==> src/thc_pkg.sv <==
`default_nettype none
// ----------------------------------------------------------------------------
// Thermostat controller package
// Shared widths, register indexes, reset defaults and operating state codes.
// ----------------------------------------------------------------------------
package thc_pkg;

    localparam int NOW_W   = 32;
    localparam int DELAY_W = 16;
    localparam int PRESS_W = 8;
    localparam int SP_W    = 7;
    localparam int BAND_W  = 4;
    localparam int TEMP_W  = 8;
    localparam int SUM_W   = 14;
    localparam int SEC_W   = 6;
    localparam int OP_W    = 2;
    localparam int CFG_IDX_W  = 3;
    localparam int CFG_DATA_W = 16;

    // Averaging window length in valid seconds (1..63)
    localparam int WINDOW_SECONDS = 60;

    // Reciprocal for sum / WINDOW_SECONDS, rounded up; exact for |sum| <= 128*window
    localparam int RECIP_SHIFT = 20;
    localparam int RECIP       = ((1 << RECIP_SHIFT) + WINDOW_SECONDS - 1) / WINDOW_SECONDS;
    localparam int RECIP_W     = $clog2(RECIP + 1);

    // Register indexes
    localparam logic [CFG_IDX_W-1:0] CFG_BOUNCE_DELAY  = 3'd0;
    localparam logic [CFG_IDX_W-1:0] CFG_MIN_PRESSES   = 3'd1;
    localparam logic [CFG_IDX_W-1:0] CFG_SETPOINT_MIN  = 3'd2;
    localparam logic [CFG_IDX_W-1:0] CFG_SETPOINT_MAX  = 3'd3;
    localparam logic [CFG_IDX_W-1:0] CFG_BAND_STEP     = 3'd4;
    localparam logic [CFG_IDX_W-1:0] CFG_INIT_SETPOINT = 3'd5;
    localparam logic [CFG_IDX_W-1:0] CFG_START_AVERAGE = 3'd6;

    // Reset defaults
    localparam logic [DELAY_W-1:0]       RST_BOUNCE_DELAY  = 16'd20;
    localparam logic [PRESS_W-1:0]       RST_MIN_PRESSES   = 8'd3;
    localparam logic [SP_W-1:0]          RST_SETPOINT_MIN  = 7'd5;
    localparam logic [SP_W-1:0]          RST_SETPOINT_MAX  = 7'd30;
    localparam logic [BAND_W-1:0]        RST_BAND_STEP     = 4'd1;
    localparam logic [SP_W-1:0]          RST_INIT_SETPOINT = 7'd24;
    localparam logic signed [TEMP_W-1:0] RST_START_AVERAGE = 8'sd24;

    // Operating state codes
    localparam logic [OP_W-1:0] OP_STOP = 2'd0;
    localparam logic [OP_W-1:0] OP_HEAT = 2'd1;
    localparam logic [OP_W-1:0] OP_COOL = 2'd2;

    typedef struct packed {
        logic [DELAY_W-1:0] bounce_delay;
        logic [PRESS_W-1:0] min_presses;
    } button_cfg_t;

endpackage : thc_pkg
`default_nettype wire

==> src/thermostat_hysteresis_controller_top.sv <==
`default_nettype none
// ----------------------------------------------------------------------------
// Thermostat hysteresis controller
// Bang-bang heat/cool control with button setpoint entry and a windowed
// temperature average.
// ----------------------------------------------------------------------------
// Each input transfer is one control pass and yields exactly one result
// transfer. The block is a two-register pipeline: the input register holds the
// pass, and combinational logic (button debounce, setpoint step, mode and stop
// hysteresis, averaging with a reciprocal multiply) loads the result register
// and the controller state together once the result register is free or
// draining. A new pass is taken every cycle as long as the
// result side keeps up; with the result register full and stalled, one more
// pass waits in the input register. Control uses the average as it stood
// before the pass; the reported average is the one after it. Registers 5
// (initial setpoint) and 6 (start average) only matter at reset, which restores
// their default values, so writes to them have no effect on the running state.
// Configure only while no pass is in flight.
// ----------------------------------------------------------------------------
module thermostat_hysteresis_controller_top (
    input  wire logic                                  aclk,
    input  wire logic                                  aresetn,
    // configuration
    input  wire logic                                  cfg_wr_en,
    input  wire logic [thc_pkg::CFG_IDX_W-1:0]         cfg_index,
    input  wire logic [thc_pkg::CFG_DATA_W-1:0]        cfg_wdata,
    // input channel
    input  wire logic                                  s_valid,
    output logic                                       s_ready,
    input  wire logic [thc_pkg::NOW_W-1:0]             s_now_ms,
    input  wire logic                                  s_down_level,
    input  wire logic                                  s_up_level,
    input  wire logic                                  s_second_tick,
    input  wire logic signed [thc_pkg::TEMP_W-1:0]     s_temp_sample,
    input  wire logic                                  s_sample_valid,
    // result channel
    output logic                                       m_valid,
    input  wire logic                                  m_ready,
    output logic [thc_pkg::SP_W-1:0]                   m_setpoint,
    output logic signed [thc_pkg::TEMP_W-1:0]          m_average_temp,
    output logic                                       m_heating,
    output logic                                       m_stopped,
    output logic [thc_pkg::OP_W-1:0]                   m_op_state,
    output logic                                       m_heat_relay_n,
    output logic                                       m_cool_relay_n
);
    import thc_pkg::*;

    localparam int CTL_W  = 10;
    localparam int PROD_W = SUM_W + RECIP_W;

    // ---------------- configuration registers ----------------
    logic [DELAY_W-1:0] bounce_delay_reg;
    logic [PRESS_W-1:0] min_presses_reg;
    logic [SP_W-1:0]    setpoint_min_reg;
    logic [SP_W-1:0]    setpoint_max_reg;
    logic [BAND_W-1:0]  band_step_reg;
    button_cfg_t        btn_cfg;

    always_ff @(posedge aclk) begin
        if (!aresetn) begin
            bounce_delay_reg <= RST_BOUNCE_DELAY;
            min_presses_reg  <= RST_MIN_PRESSES;
            setpoint_min_reg <= RST_SETPOINT_MIN;
            setpoint_max_reg <= RST_SETPOINT_MAX;
            band_step_reg    <= RST_BAND_STEP;
        end else if (cfg_wr_en) begin
            unique case (cfg_index)
                CFG_BOUNCE_DELAY: begin
                    bounce_delay_reg <= cfg_wdata;
                end
                CFG_MIN_PRESSES: begin
                    min_presses_reg <= cfg_wdata[PRESS_W-1:0];
                end
                CFG_SETPOINT_MIN: begin
                    setpoint_min_reg <= cfg_wdata[SP_W-1:0];
                end
                CFG_SETPOINT_MAX: begin
                    setpoint_max_reg <= cfg_wdata[SP_W-1:0];
                end
                CFG_BAND_STEP: begin
                    band_step_reg <= cfg_wdata[BAND_W-1:0];
                end
                // reset-only registers and unused indexes: drop the write
                default: begin
                end
            endcase
        end
    end

    assign btn_cfg.bounce_delay = bounce_delay_reg;
    assign btn_cfg.min_presses  = min_presses_reg;

    // ---------------- pipeline handshake ----------------
    logic in_vld_reg;
    logic out_vld_reg;
    logic advance;
    logic in_take;

    // move the held pass into the result register when that is free or draining
    assign advance = in_vld_reg && (!out_vld_reg || m_ready);
    assign s_ready = !in_vld_reg || advance;
    assign in_take = s_valid && s_ready;
    assign m_valid = out_vld_reg;

    always_ff @(posedge aclk) begin
        if (!aresetn) begin
            in_vld_reg  <= 1'b0;
            out_vld_reg <= 1'b0;
        end else begin
            if (in_take) begin
                in_vld_reg <= 1'b1;
            end else if (advance) begin
                in_vld_reg <= 1'b0;
            end
            if (advance) begin
                out_vld_reg <= 1'b1;
            end else if (m_ready) begin
                out_vld_reg <= 1'b0;
            end
        end
    end

    // ---------------- input register ----------------
    logic [NOW_W-1:0]          now_reg;
    logic                      down_reg;
    logic                      up_reg;
    logic                      tick_reg;
    logic signed [TEMP_W-1:0]  sample_reg;
    logic                      sample_ok_reg;

    always_ff @(posedge aclk) begin
        if (in_take) begin
            now_reg       <= s_now_ms;
            down_reg      <= s_down_level;
            up_reg        <= s_up_level;
            tick_reg      <= s_second_tick;
            sample_reg    <= s_temp_sample;
            sample_ok_reg <= s_sample_valid;
        end
    end

    // ---------------- buttons and setpoint ----------------
    logic            down_step;
    logic            up_step;
    logic [SP_W-1:0] user_sp_reg, user_sp_next;
    logic [SP_W-1:0] sp_after_down;

    thc_button u_btn_down (
        .aclk    (aclk),
        .aresetn (aresetn),
        .advance (advance),
        .now_ms  (now_reg),
        .level   (down_reg),
        .cfg     (btn_cfg),
        .step    (down_step)
    );

    thc_button u_btn_up (
        .aclk    (aclk),
        .aresetn (aresetn),
        .advance (advance),
        .now_ms  (now_reg),
        .level   (up_reg),
        .cfg     (btn_cfg),
        .step    (up_step)
    );

    // down is handled before up within one pass
    always_comb begin
        sp_after_down = user_sp_reg;
        if (down_step && (user_sp_reg > setpoint_min_reg)) begin
            sp_after_down = user_sp_reg - SP_W'(1);
        end
        user_sp_next = sp_after_down;
        if (up_step && (sp_after_down < setpoint_max_reg)) begin
            user_sp_next = sp_after_down + SP_W'(1);
        end
    end

    // ---------------- mode and stop hysteresis ----------------
    logic                     heat_mode_reg, heat_mode_next;
    logic                     stop_reg, stop_next;
    logic signed [TEMP_W-1:0] avg_reg, avg_next;
    logic signed [CTL_W-1:0]  t_ext;
    logic signed [CTL_W-1:0]  sp_ext;
    logic signed [CTL_W-1:0]  band_ext;
    logic signed [CTL_W-1:0]  sp_hi2, sp_lo2, sp_hi1, sp_lo1;
    logic                     mode_flip;
    logic [OP_W-1:0]          op_next;

    assign t_ext    = CTL_W'(avg_reg);
    assign sp_ext   = signed'({{(CTL_W-SP_W){1'b0}}, user_sp_next});
    assign band_ext = signed'({{(CTL_W-BAND_W){1'b0}}, band_step_reg});
    assign sp_hi1   = sp_ext + band_ext;
    assign sp_lo1   = sp_ext - band_ext;
    assign sp_hi2   = sp_hi1 + band_ext;
    assign sp_lo2   = sp_lo1 - band_ext;

    assign mode_flip      = heat_mode_reg ? (t_ext > sp_hi2) : (t_ext < sp_lo2);
    assign heat_mode_next = heat_mode_reg ^ mode_flip;

    always_comb begin
        if (!stop_reg) begin
            if (heat_mode_next) begin
                stop_next = (t_ext > sp_ext) && (t_ext >= sp_hi1);
            end else begin
                stop_next = (t_ext < sp_ext) && (t_ext <= sp_lo1);
            end
        end else begin
            stop_next = heat_mode_next ? (t_ext >= sp_ext) : (t_ext <= sp_ext);
        end
    end

    assign op_next = stop_next ? OP_STOP : (heat_mode_next ? OP_HEAT : OP_COOL);

    // ---------------- averaging ----------------
    logic signed [SUM_W-1:0] sum_reg, sum_next;
    logic signed [SUM_W-1:0] sum_acc;
    logic [SEC_W-1:0]        secs_reg, secs_next;
    logic [SEC_W-1:0]        secs_inc;
    logic                    sum_neg;
    logic [SUM_W-1:0]        sum_mag;
    logic [PROD_W-1:0]       quot_prod;
    logic [TEMP_W-1:0]       quot_mag;
    logic signed [TEMP_W-1:0] quot;

    assign sum_acc  = sum_reg + SUM_W'(sample_reg);
    assign secs_inc = secs_reg + SEC_W'(1);

    // truncating divide by the window: divide the magnitude, restore the sign
    assign sum_neg   = sum_acc[SUM_W-1];
    assign sum_mag   = sum_neg ? SUM_W'(-sum_acc) : SUM_W'(sum_acc);
    assign quot_prod = PROD_W'(sum_mag) * PROD_W'(RECIP);
    assign quot_mag  = quot_prod[RECIP_SHIFT +: TEMP_W];
    assign quot      = sum_neg ? signed'(TEMP_W'(-quot_mag)) : signed'(quot_mag);

    always_comb begin
        avg_next  = avg_reg;
        sum_next  = sum_reg;
        secs_next = secs_reg;
        if (tick_reg && sample_ok_reg) begin
            if (secs_inc >= SEC_W'(WINDOW_SECONDS)) begin
                avg_next  = quot;
                sum_next  = '0;
                secs_next = '0;
            end else begin
                sum_next  = sum_acc;
                secs_next = secs_inc;
            end
        end
    end

    // ---------------- controller state ----------------
    always_ff @(posedge aclk) begin
        if (!aresetn) begin
            user_sp_reg   <= RST_INIT_SETPOINT;
            heat_mode_reg <= 1'b1;
            stop_reg      <= 1'b1;
            avg_reg       <= RST_START_AVERAGE;
            sum_reg       <= '0;
            secs_reg      <= '0;
        end else if (advance) begin
            user_sp_reg   <= user_sp_next;
            heat_mode_reg <= heat_mode_next;
            stop_reg      <= stop_next;
            avg_reg       <= avg_next;
            sum_reg       <= sum_next;
            secs_reg      <= secs_next;
        end
    end

    // ---------------- result register ----------------
    always_ff @(posedge aclk) begin
        if (advance) begin
            m_setpoint     <= user_sp_next;
            m_average_temp <= avg_next;
            m_heating      <= heat_mode_next;
            m_stopped      <= stop_next;
            m_op_state     <= op_next;
            m_heat_relay_n <= (op_next != OP_HEAT);
            m_cool_relay_n <= (op_next != OP_COOL);
        end
    end

`ifndef SYNTHESIS
    // a stalled input side means both registers hold a pass
    assert property (@(posedge aclk) disable iff (!aresetn)
        !s_ready |-> (in_vld_reg && out_vld_reg))
        else $error("input stalled with a free pipeline register");

    // the window counter never reaches the window length
    assert property (@(posedge aclk) disable iff (!aresetn)
        secs_reg < SEC_W'(WINDOW_SECONDS))
        else $error("valid second count escaped the window");

    // the heat relay agrees with the reported state and the relays never both drive
    assert property (@(posedge aclk) disable iff (!aresetn)
        m_valid |-> ((m_stopped == (m_op_state == OP_STOP))
                     && (m_heat_relay_n || m_cool_relay_n)
                     && (m_heat_relay_n == (m_op_state != OP_HEAT))))
        else $error("relay drive inconsistent with operating state");

    // a completed pass leaves a result behind
    assert property (@(posedge aclk) disable iff (!aresetn)
        advance |=> out_vld_reg)
        else $error("pass advanced without a result");
`endif

endmodule : thermostat_hysteresis_controller_top
`default_nettype wire

==> src/thc_button.sv <==
`default_nettype none
// ----------------------------------------------------------------------------
// Button press counter
// Debounce one active-low button by time stamp and flag a setpoint step.
// ----------------------------------------------------------------------------
module thc_button (
    input  wire logic                     aclk,
    input  wire logic                     aresetn,
    input  wire logic                     advance,
    input  wire logic [thc_pkg::NOW_W-1:0] now_ms,
    input  wire logic                     level,
    input  wire thc_pkg::button_cfg_t     cfg,
    output logic                          step
);
    import thc_pkg::*;

    logic [NOW_W-1:0]   stamp_reg, stamp_next;
    logic [PRESS_W-1:0] count_reg, count_next;
    logic [NOW_W-1:0]   elapsed;
    logic               interval_done;
    logic [PRESS_W-1:0] count_inc;

    assign elapsed       = now_ms - stamp_reg;
    assign interval_done = elapsed > {{(NOW_W-DELAY_W){1'b0}}, cfg.bounce_delay};
    assign count_inc     = count_reg + PRESS_W'(1);

    always_comb begin
        stamp_next = stamp_reg;
        count_next = count_reg;
        step       = 1'b0;
        if (level) begin
            stamp_next = now_ms;
            count_next = '0;
        end else if (interval_done) begin
            stamp_next = now_ms;
            count_next = count_inc;
            step       = (count_inc == cfg.min_presses);
        end
    end

    always_ff @(posedge aclk) begin
        if (!aresetn) begin
            stamp_reg <= '0;
            count_reg <= '0;
        end else if (advance) begin
            stamp_reg <= stamp_next;
            count_reg <= count_next;
        end
    end

endmodule : thc_button
`default_nettype wire

==> config.mk <==
export PLATFORM = sky130hd
export DESIGN_NAME = thermostat_hysteresis_controller_top
export DESIGN_NICKNAME = d
export VERILOG_FILES = /design/src/thc_pkg.sv /design/src/thermostat_hysteresis_controller_top.sv /design/src/thc_button.sv
export SDC_FILE = /design/constraint.sdc
export NUM_CORES = 1
export LEC_CHECK = 0
export BUFFER_PORTS_ARGS = -buffer_cell sky130_fd_sc_hd__buf_4
export CORE_UTILIZATION = 40
export DETAILED_ROUTE_END_ITERATION = 12
export GPL_TIMING_DRIVEN = 0
export HOLD_SLACK_MARGIN = 0.12
export PLACE_DENSITY = 0.6
export SETUP_SLACK_MARGIN = 0.4
export SYNTH_ARGS = -nofsm -noshare
export SYNTH_HDL_FRONTEND = slang
export SYNTH_HIERARCHICAL = 1
export SYNTH_SLANG_ARGS = --single-unit
==> constraint.sdc <==
create_clock -name aclk -period 10.8 [get_ports aclk]
set_input_delay 2.7 -clock aclk [delete_from_list [all_inputs] [get_ports aclk]]
set_output_delay 2.7 -clock aclk [all_outputs]
set_load 0.1 [all_outputs]
Yosys cells after proc, flatten, opt, wreduce, memory -nomap -nowiden:

Cells that the tools add are included.

* output and inout port bits: 23
* register bits after elaboration: 226
* bits of input ports: 68

* add/subtract/negate cells: 14
* $lt $le $gt $ge: 13
* eq/ne operators: 8
* mux-type cells: 30
* reductions and logical operators: 24
* multiply operators: 1
* bitwise logic cells: 1

Operators by type and width (count)
* 2-to-1 mux 32 bit: 4
* greater-than comparator 32 x 16 -> 1 bit: 2
* subtractor 32 bit: 2
* 2-to-1 mux 8 bit: 7
* multiplier 14 x 15 -> 28 bit (second input constant): 1
* 2-to-1 mux 14 bit: 2
* adder 8 x 1 -> 8 bit (second input constant): 2
* == test 8 bit: 2
* less-or-equal comparator 8 bit: 2
* AND reduction 2 bit: 8
* adder 14 x 8 -> 14 bit: 1
* 2-to-1 mux 7 bit: 2
* negation 14 bit: 1
* 2-to-1 mux 1 bit: 12
* greater-than comparator 8 x 10 -> 1 bit: 1
* adder 8 x 4 -> 9 bit: 1
* greater-or-equal comparator 8 x 9 -> 1 bit: 1
* < comparator 8 x 9 -> 1 bit: 1
* subtractor 8 x 5 -> 9 bit: 1
* adder 7 x 4 -> 8 bit: 1
* greater-or-equal comparator 8 bit: 1
* greater-than comparator 8 bit: 1
* < comparator 8 bit: 1
* negation 8 bit: 1
* other kinds (20): 33

Logic depth before layout (Yosys ltp):

* depth after elaboration: 18
* gate-level depth with buffers: 55

Modules after synthesis:

Netlist, hierarchy kept.

Modules (own cells, without submodules)
* thermostat_hysteresis_controller_top: area an instance 11233.3 sq um, instances 1, cells each 1246
* thc_button at u_btn_up: area an instance 5495.3 sq um, instances 1, cells each 733
* thc_button at u_btn_down: area an instance 4546.9 sq um, instances 1, cells each 631

Worst setup path before layout:

OpenSTA, ideal clock, no wires.

* kind: register to register
* start point: reg now_reg[0]
* end point: reg stop_reg
* setup time: 62 ps
* required time: 10738 ps
* stages on the path, launching flop included: 54
* period minus slack after synthesis: 9922 ps
* arrival: 9860 ps
* slack: 878 ps
* path through: edfxtp_1 > inv_1 > ha_1 > fa_1 > nand2b_1 > a21oi_1 > nor2_1 > o21ai_0 > xor2_1 > ha_1 > nand4_1 > or2_2 > a211oi_1 > nor4_1 > o221ai_1 > nor3_1 > nand4_1 > or4_1 > [18 not listed] > fa_1 > inv_1 > ha_1 > a21o_1 > a21oi_1 > inv_1 > a21oi_1 > nand2b_1 > a2111oi_0 > a211oi_1 > ha_1 > nand4_1 > o211ai_1 > a21oi_1 > a311o_1 > or3b_2 > nand3_1 > a211o_1

* longest elaborated chain between the ends: 16

RTL lines
* from (decl): RTL line thermostat_hysteresis_controller_top.sv:125 `logic [NOW_W-1:0] now_reg;`
* from (signal assigned): RTL line thermostat_hysteresis_controller_top.sv:134 `now_reg <= s_now_ms;`
* subtractor 32 bit (*): RTL line thc_button.sv:23 `assign elapsed = now_ms - stamp_reg;`
* greater-than comparator 32 x 16 -> 1 bit (*): RTL line thc_button.sv:24 `assign interval_done = elapsed > {{(NOW_W-DELAY_W){1'b0}}, cfg.bounce_delay};`
* 2-to-1 mux 1 bit (*): RTL line thc_button.sv:34 `end else if (interval_done) begin`
* 2-to-1 mux 1 bit (*): RTL line thc_button.sv:31 `if (level) begin`
* named net down_step: RTL line thermostat_hysteresis_controller_top.sv:144 `logic down_step;`
* logical AND 1 bit (*): RTL line thermostat_hysteresis_controller_top.sv:172 `if (down_step && (user_sp_reg > setpoint_min_reg)) begin`
* 2-to-1 mux 7 bit (*): RTL line thermostat_hysteresis_controller_top.sv:172
* < comparator 7 bit: RTL line thermostat_hysteresis_controller_top.sv:176 `if (up_step && (sp_after_down < setpoint_max_reg)) begin`
* [2 not listed]
* named net user_sp_next[0]: RTL line thermostat_hysteresis_controller_top.sv:146 `logic [SP_W-1:0] user_sp_reg, user_sp_next;`
* adder 7 x 4 -> 8 bit or subtractor 7 x 4 -> 8 bit (tied branches): RTL line thermostat_hysteresis_controller_top.sv:195, thermostat_hysteresis_controller_top.sv:196
* adder 8 x 4 -> 9 bit or subtractor 8 x 5 -> 9 bit (tied branches): RTL line thermostat_hysteresis_controller_top.sv:197, thermostat_hysteresis_controller_top.sv:198
* greater-than comparator 8 x 10 -> 1 bit or < comparator 8 x 9 -> 1 bit (tied branches): RTL line thermostat_hysteresis_controller_top.sv:200 `assign mode_flip = heat_mode_reg ? (t_ext > sp_hi2) : (t_ext < sp_lo2);`
* 2-to-1 mux 1 bit: RTL line thermostat_hysteresis_controller_top.sv:200
* XOR 1 bit: RTL line thermostat_hysteresis_controller_top.sv:201 `assign heat_mode_next = heat_mode_reg ^ mode_flip;`
* 2-to-1 mux 1 bit (on tied branches): RTL line thermostat_hysteresis_controller_top.sv:205, thermostat_hysteresis_controller_top.sv:211
* 2-to-1 mux 1 bit (*): RTL line thermostat_hysteresis_controller_top.sv:204 `if (!stop_reg) begin`
* named net stop_next: RTL line thermostat_hysteresis_controller_top.sv:183 `logic stop_reg, stop_next;`
* to (signal assigned): RTL line thermostat_hysteresis_controller_top.sv:266 `stop_reg <= stop_next;`
* to (decl): RTL line thermostat_hysteresis_controller_top.sv:183

Mark *: on every way through the listed nets, which the timed path passes. The rest lies on a longest branch.
A chain may end at the register's enable or synchronous reset.

Worst setup path in the final report:

* start point: reg now_reg[8]
* end point: reg m_op_state[1] (netlist name), data pin

* longest elaborated chain between the ends: 17

RTL lines
* subtractor 32 bit (*): RTL line thc_button.sv:23
* greater-than comparator 32 x 16 -> 1 bit (*): RTL line thc_button.sv:24
* 2-to-1 mux 1 bit (*): RTL line thc_button.sv:34
* 2-to-1 mux 1 bit (*): RTL line thc_button.sv:31
* named net down_step: RTL line thermostat_hysteresis_controller_top.sv:144
* logical AND 1 bit (*): RTL line thermostat_hysteresis_controller_top.sv:172
* 2-to-1 mux 7 bit (*): RTL line thermostat_hysteresis_controller_top.sv:172
* < comparator 7 bit: RTL line thermostat_hysteresis_controller_top.sv:176
* [2 not listed]
* named net user_sp_next[1]: RTL line thermostat_hysteresis_controller_top.sv:146
* [1 not listed]
* adder 8 x 4 -> 9 bit or subtractor 8 x 5 -> 9 bit (tied branches): RTL line thermostat_hysteresis_controller_top.sv:197, thermostat_hysteresis_controller_top.sv:198
* greater-than comparator 8 x 10 -> 1 bit or < comparator 8 x 9 -> 1 bit (tied branches): RTL line thermostat_hysteresis_controller_top.sv:200
* 2-to-1 mux 1 bit: RTL line thermostat_hysteresis_controller_top.sv:200
* XOR 1 bit: RTL line thermostat_hysteresis_controller_top.sv:201
* 2-to-1 mux 1 bit (on tied branches): RTL line thermostat_hysteresis_controller_top.sv:205, thermostat_hysteresis_controller_top.sv:211
* 2-to-1 mux 1 bit: RTL line thermostat_hysteresis_controller_top.sv:204
* 2-to-1 mux 2 bit (*): RTL line thermostat_hysteresis_controller_top.sv:215 `assign op_next = stop_next ? OP_STOP : (heat_mode_next ? OP_HEAT : OP_COOL);`
* named net op_next[1]: RTL line thermostat_hysteresis_controller_top.sv:190 `logic [OP_W-1:0] op_next;`
* to (signal assigned): RTL line thermostat_hysteresis_controller_top.sv:280 `m_op_state <= op_next;`
* to (decl): RTL line thermostat_hysteresis_controller_top.sv:43 `output logic [thc_pkg::OP_W-1:0] m_op_state,`

Marked as above.

==> results list <==
- The critical path contains buffers and inverters numbering 10 combined.
* Post-route worst hold slack: 0.4479 ns
- Sequential group share of total power: 23.9%
- Largest stage delay on the critical path: 0.57 ns
- The congestion estimate from routability-driven global placement came to 0.9706.
- Async set or reset register ratio after synthesis: 0%
- TritonCTS clock tree: done
- Share of post-route cells with drive strength above 1: 15.12%
- The initial antenna violation count is 0.
- Setup slack closes at 0.6132 ns.
- Starting utilization of the core area: 40.49%
- Net switching fraction of the power: 40.60%
- Clock tree synthesis found a total of 226 sinks.
- Number of maximum-capacitance constraint violations: 0
- Count of pins on the block boundary: 91
- Critical Path Fanout Max: 6
- After routing the design area is 24980 µm².
- Detailed-route via count: 20340
- Core outline area: 52550 µm²
- Critical path launch point type: register
- The first global-routing pass estimated 105800 µm of wire.
- In this run the tightest slew margin relative to its limit is 26.69%.
* Global-route usage over all layers: 24.34%
* Number of buffers inserted during clock tree synthesis: 30
* Area fraction of the dominant cell type after synthesis: 15.53%
* Clock network fraction of design power: 27.1%
- In this run the cell area of the synthesized design comes to 21280 µm².
* Worst Path Arrival: 10.52 ns
- Path class of the lowest-slack min-delay path: register to register
* Global-route congestion overflow total: 0
- Cells fill 47.54% of the core in the end.
- In this run the static leakage power is 10.16 nW.
- Final period util: 94.32%
- After legalization and detailed placement, the total HPWL measured 52660 µm.
- Later-pin clock latency in the skew report: 0.58 ns
- After floorplanning, the core was divided into 84 placement rows.
* Crit path max-delay family: simple AND/OR/NAND/NOR gates
- The worst path needs 10.19 ns of the cycle, external delays included.
- CTS H-Tree Depth: 1
- Iteration-0 DRC count of the detailed router: 1570
- The most common cell in the synthesized netlist is sky130_fd_sc_hd__nand2_1.
- Before antenna repair, the detailed router went through 5 iterations.
- Setup repair after global routing missed its margin: true
* Area added between synthesis and finish: 17.43%
- Result of the run: finished clean
- Count of buffers inserted at the top-level ports: 89
- Synth Warn #: 6
- Total of hold buffers inserted after clock tree synthesis: 0
- Area enclosed by the die boundary: 54110 µm²
- Measured along the x axis, the die boundary spans 232.6 µm.
- Net switching component of the power: 1.634 mW
- Placed cell area: 22850 µm²
- Fmax: 98.17 MHz
- Setup violations remaining at the end of the flow were counted as 0.
* WP data required: 11.13 ns
- Worst Setup Path Type: register to register
- Routed wire length per instance: 19.33 µm
* CP Capture Type: register
- The clock passes through at most 3 buffers.
- Synthesis inferred 226 register bits.
- Number of nets at the end of the flow: 3144
* Clock slew seen by the registers of the worst setup and hold paths: 0.06 ns
- Cell count after synthesis: 2610
* Synthesized Nets: 2967
* DR DRC count: 0
* EDFF count, synth: 65
* Seq/Total Area, Yosys: 24.32%
* Dpl ws: -1.814 ns
- Across the routed clock network, the largest skew measured is 0.02300 ns.
* Number of distinct library cells after synthesis: 110
* Highest-delay cell along the critical path: sky130_fd_sc_hd__or4_4
- The number of global-route vias before repair is 19630.
- Maximum number of pins on one net before global-route repair: 28
* Post-synth top area cell: sky130_fd_sc_hd__ha_1
- At the pin with the least slew margin, the transition time is 1.092 ns.
- CTS root buffer: sky130_fd_sc_hd__clkbuf_16
- Cell internal power was estimated by the tool at 2.391 mW.
* Final Hold Vio Count: 0
- Top cells by count, synth: sky130_fd_sc_hd__nand2_1 (267), sky130_fd_sc_hd__ha_1 (264), sky130_fd_sc_hd__inv_1 (233), sky130_fd_sc_hd__a21oi_1 (191), sky130_fd_sc_hd__dfxtp_1 (161)
- Each instance of the synthesized netlist takes up on average 8.151 µm².
- The most used flip-flop cell after synthesis is sky130_fd_sc_hd__dfxtp_1.
* Cell occurring most often along the worst timing path: sky130_fd_sc_hd__a21oi_2
- In the post-synthesis netlist, the biggest area contributors are sky130_fd_sc_hd__ha_1 (16%), sky130_fd_sc_hd__dfxtp_1 (15%), sky130_fd_sc_hd__edfxtp_1 (9.2%).
- The die is 232.6 µm tall.
- Logic pwr share: 49.0%
* Pwr per Cell Area: 161.1 nW/µm²
* Final max-slew violation count: 0
- # diodes: 0
- Number of vias per cell: 5.814
* Antenna Nets Post-Route: 0
* Post-detailed-routing wire length: 67640 µm
- VDD sags by at most 0.0002703 V.
-- kinds of logic (layout without fill, tap and decap cells) --
| group | Yosys count | in the layout | synth area share [%] |
|---|---|---|---|
| AO/OA/AOI/OAI | 705 | 705 | 23.21 |
| XOR/XNOR | 129 | 129 | 5.475 |
| adder cells (fa/ha/maj) | 289 | 289 | 17.88 |
| buffers and inverters | 364 | 565 | 7.034 |
| flip-flops | 226 | 226 | 24.32 |
| multiplexers | 19 | 19 | 0.9115 |
| AND/OR/NAND/NOR | 878 | 878 | 21.17 |
-- worst register-to-register path: cells and delay by family (launching register included) --
family / cells / cell delay [ns]
flops: 1 / 0.53
buf+inv: 10 / 1.14
mux: 2 / 0.36
simple gates: 17 / 2.88
xor+xnor: 4 / 0.71
fa+ha+maj: 6 / 1.88
compound gates: 17 / 2.42
-- metal layers --
layer	share of wire [%]	global-route usage, %	vias to the layer above
met4	3.2	7.761	0
li1	-	-	9864
met1	45	32.76	9708
met5	0	0	-
met3	5.5	2.475	133
met2	46	40.63	637
-- power groups by stage --
stage	Sequential (mW)	Combinational (mW)	Clock [mW]
final	0.960	1.97	1.09
after global routing	0.963	2.22	1.15
after CTS	0.958	1.91	1.11
after detailed placement	0.979	1.84	0
after global placement	0.979	1.79	0
after floorplan	1.01	1.34	0
-- through the flow --
stage | setup TNS (ns) | cells | power, mW
after floorplan | 0 | 2610 | 2.350
after global placement | -12.38 | 3387 | 2.769
after detailed placement | -12.92 | 3389 | 2.820
after CTS | 0 | 3480 | 3.980
after global routing | 0 | 3499 | 4.328
final | 0 | 3499 | 4.025
-- area by class of cell --
type                       instances  area [µm²]
clock inverter                    13       185.2
multi-input combinational       2020       15200
inverter                         235       882.1
sequential                       226        5175
clock buffer                      43       913.4
fill                            5087       27570
tap                              688       860.8
timing repair buffer             145        1132
buffer                           129       634.4
-- repair_timing --
action                     4_1_cts  5_1_grt
setup endpoints to repair        8        8
pin swaps                       36       50
resized for setup               62       66
setup buffers                   35       19
-- cells in the final DEF, fill, tap and decap left out, types with 30 or more instances in the layout --
| master | instances |
|---|---|
| sky130_fd_sc_hd__edfxtp_1 | 65 |
| sky130_fd_sc_hd__clkbuf_1 | 92 |
| sky130_fd_sc_hd__xnor2_1 | 63 |
| sky130_fd_sc_hd__o2111ai_1 | 38 |
| sky130_fd_sc_hd__nand3_1 | 91 |
| sky130_fd_sc_hd__o211ai_2 | 32 |
| sky130_fd_sc_hd__nand4_1 | 46 |
| sky130_fd_sc_hd__ha_1 | 252 |
| sky130_fd_sc_hd__a21oi_1 | 174 |
| sky130_fd_sc_hd__xor2_1 | 52 |
| sky130_fd_sc_hd__nor2_1 | 146 |
| sky130_fd_sc_hd__nor2b_1 | 31 |
| sky130_fd_sc_hd__clkbuf_16 | 33 |
| sky130_fd_sc_hd__inv_1 | 226 |
| sky130_fd_sc_hd__dfxtp_1 | 161 |
| sky130_fd_sc_hd__nand3b_1 | 46 |
| sky130_fd_sc_hd__nor3_1 | 41 |
| sky130_fd_sc_hd__o211ai_1 | 35 |
| sky130_fd_sc_hd__and3_1 | 46 |
| sky130_fd_sc_hd__o21ai_0 | 88 |
| sky130_fd_sc_hd__nand2_1 | 266 |
| sky130_fd_sc_hd__a31oi_1 | 50 |
| sky130_fd_sc_hd__a21o_1 | 35 |
| sky130_fd_sc_hd__o21ai_1 | 30 |
| sky130_fd_sc_hd__buf_4 | 143 |
-- path summary, 6_finish.rpt --
kind | slack [ns] | endpoint | start | cells past startpoint
worst max-delay path | 0.61 | m_op_state[1] | now_reg[8] | 56
worst min-delay path | 0.45 | u_btn_down/stamp_reg[5] | u_btn_down/stamp_reg[5] | 2
worst min register to register | 0.45 | u_btn_down/stamp_reg[5] | u_btn_down/stamp_reg[5] | 2
worst max register to register | 0.61 | m_op_state[1] | now_reg[8] | 56
Note: power is estimated with default switching activity, not from simulation.
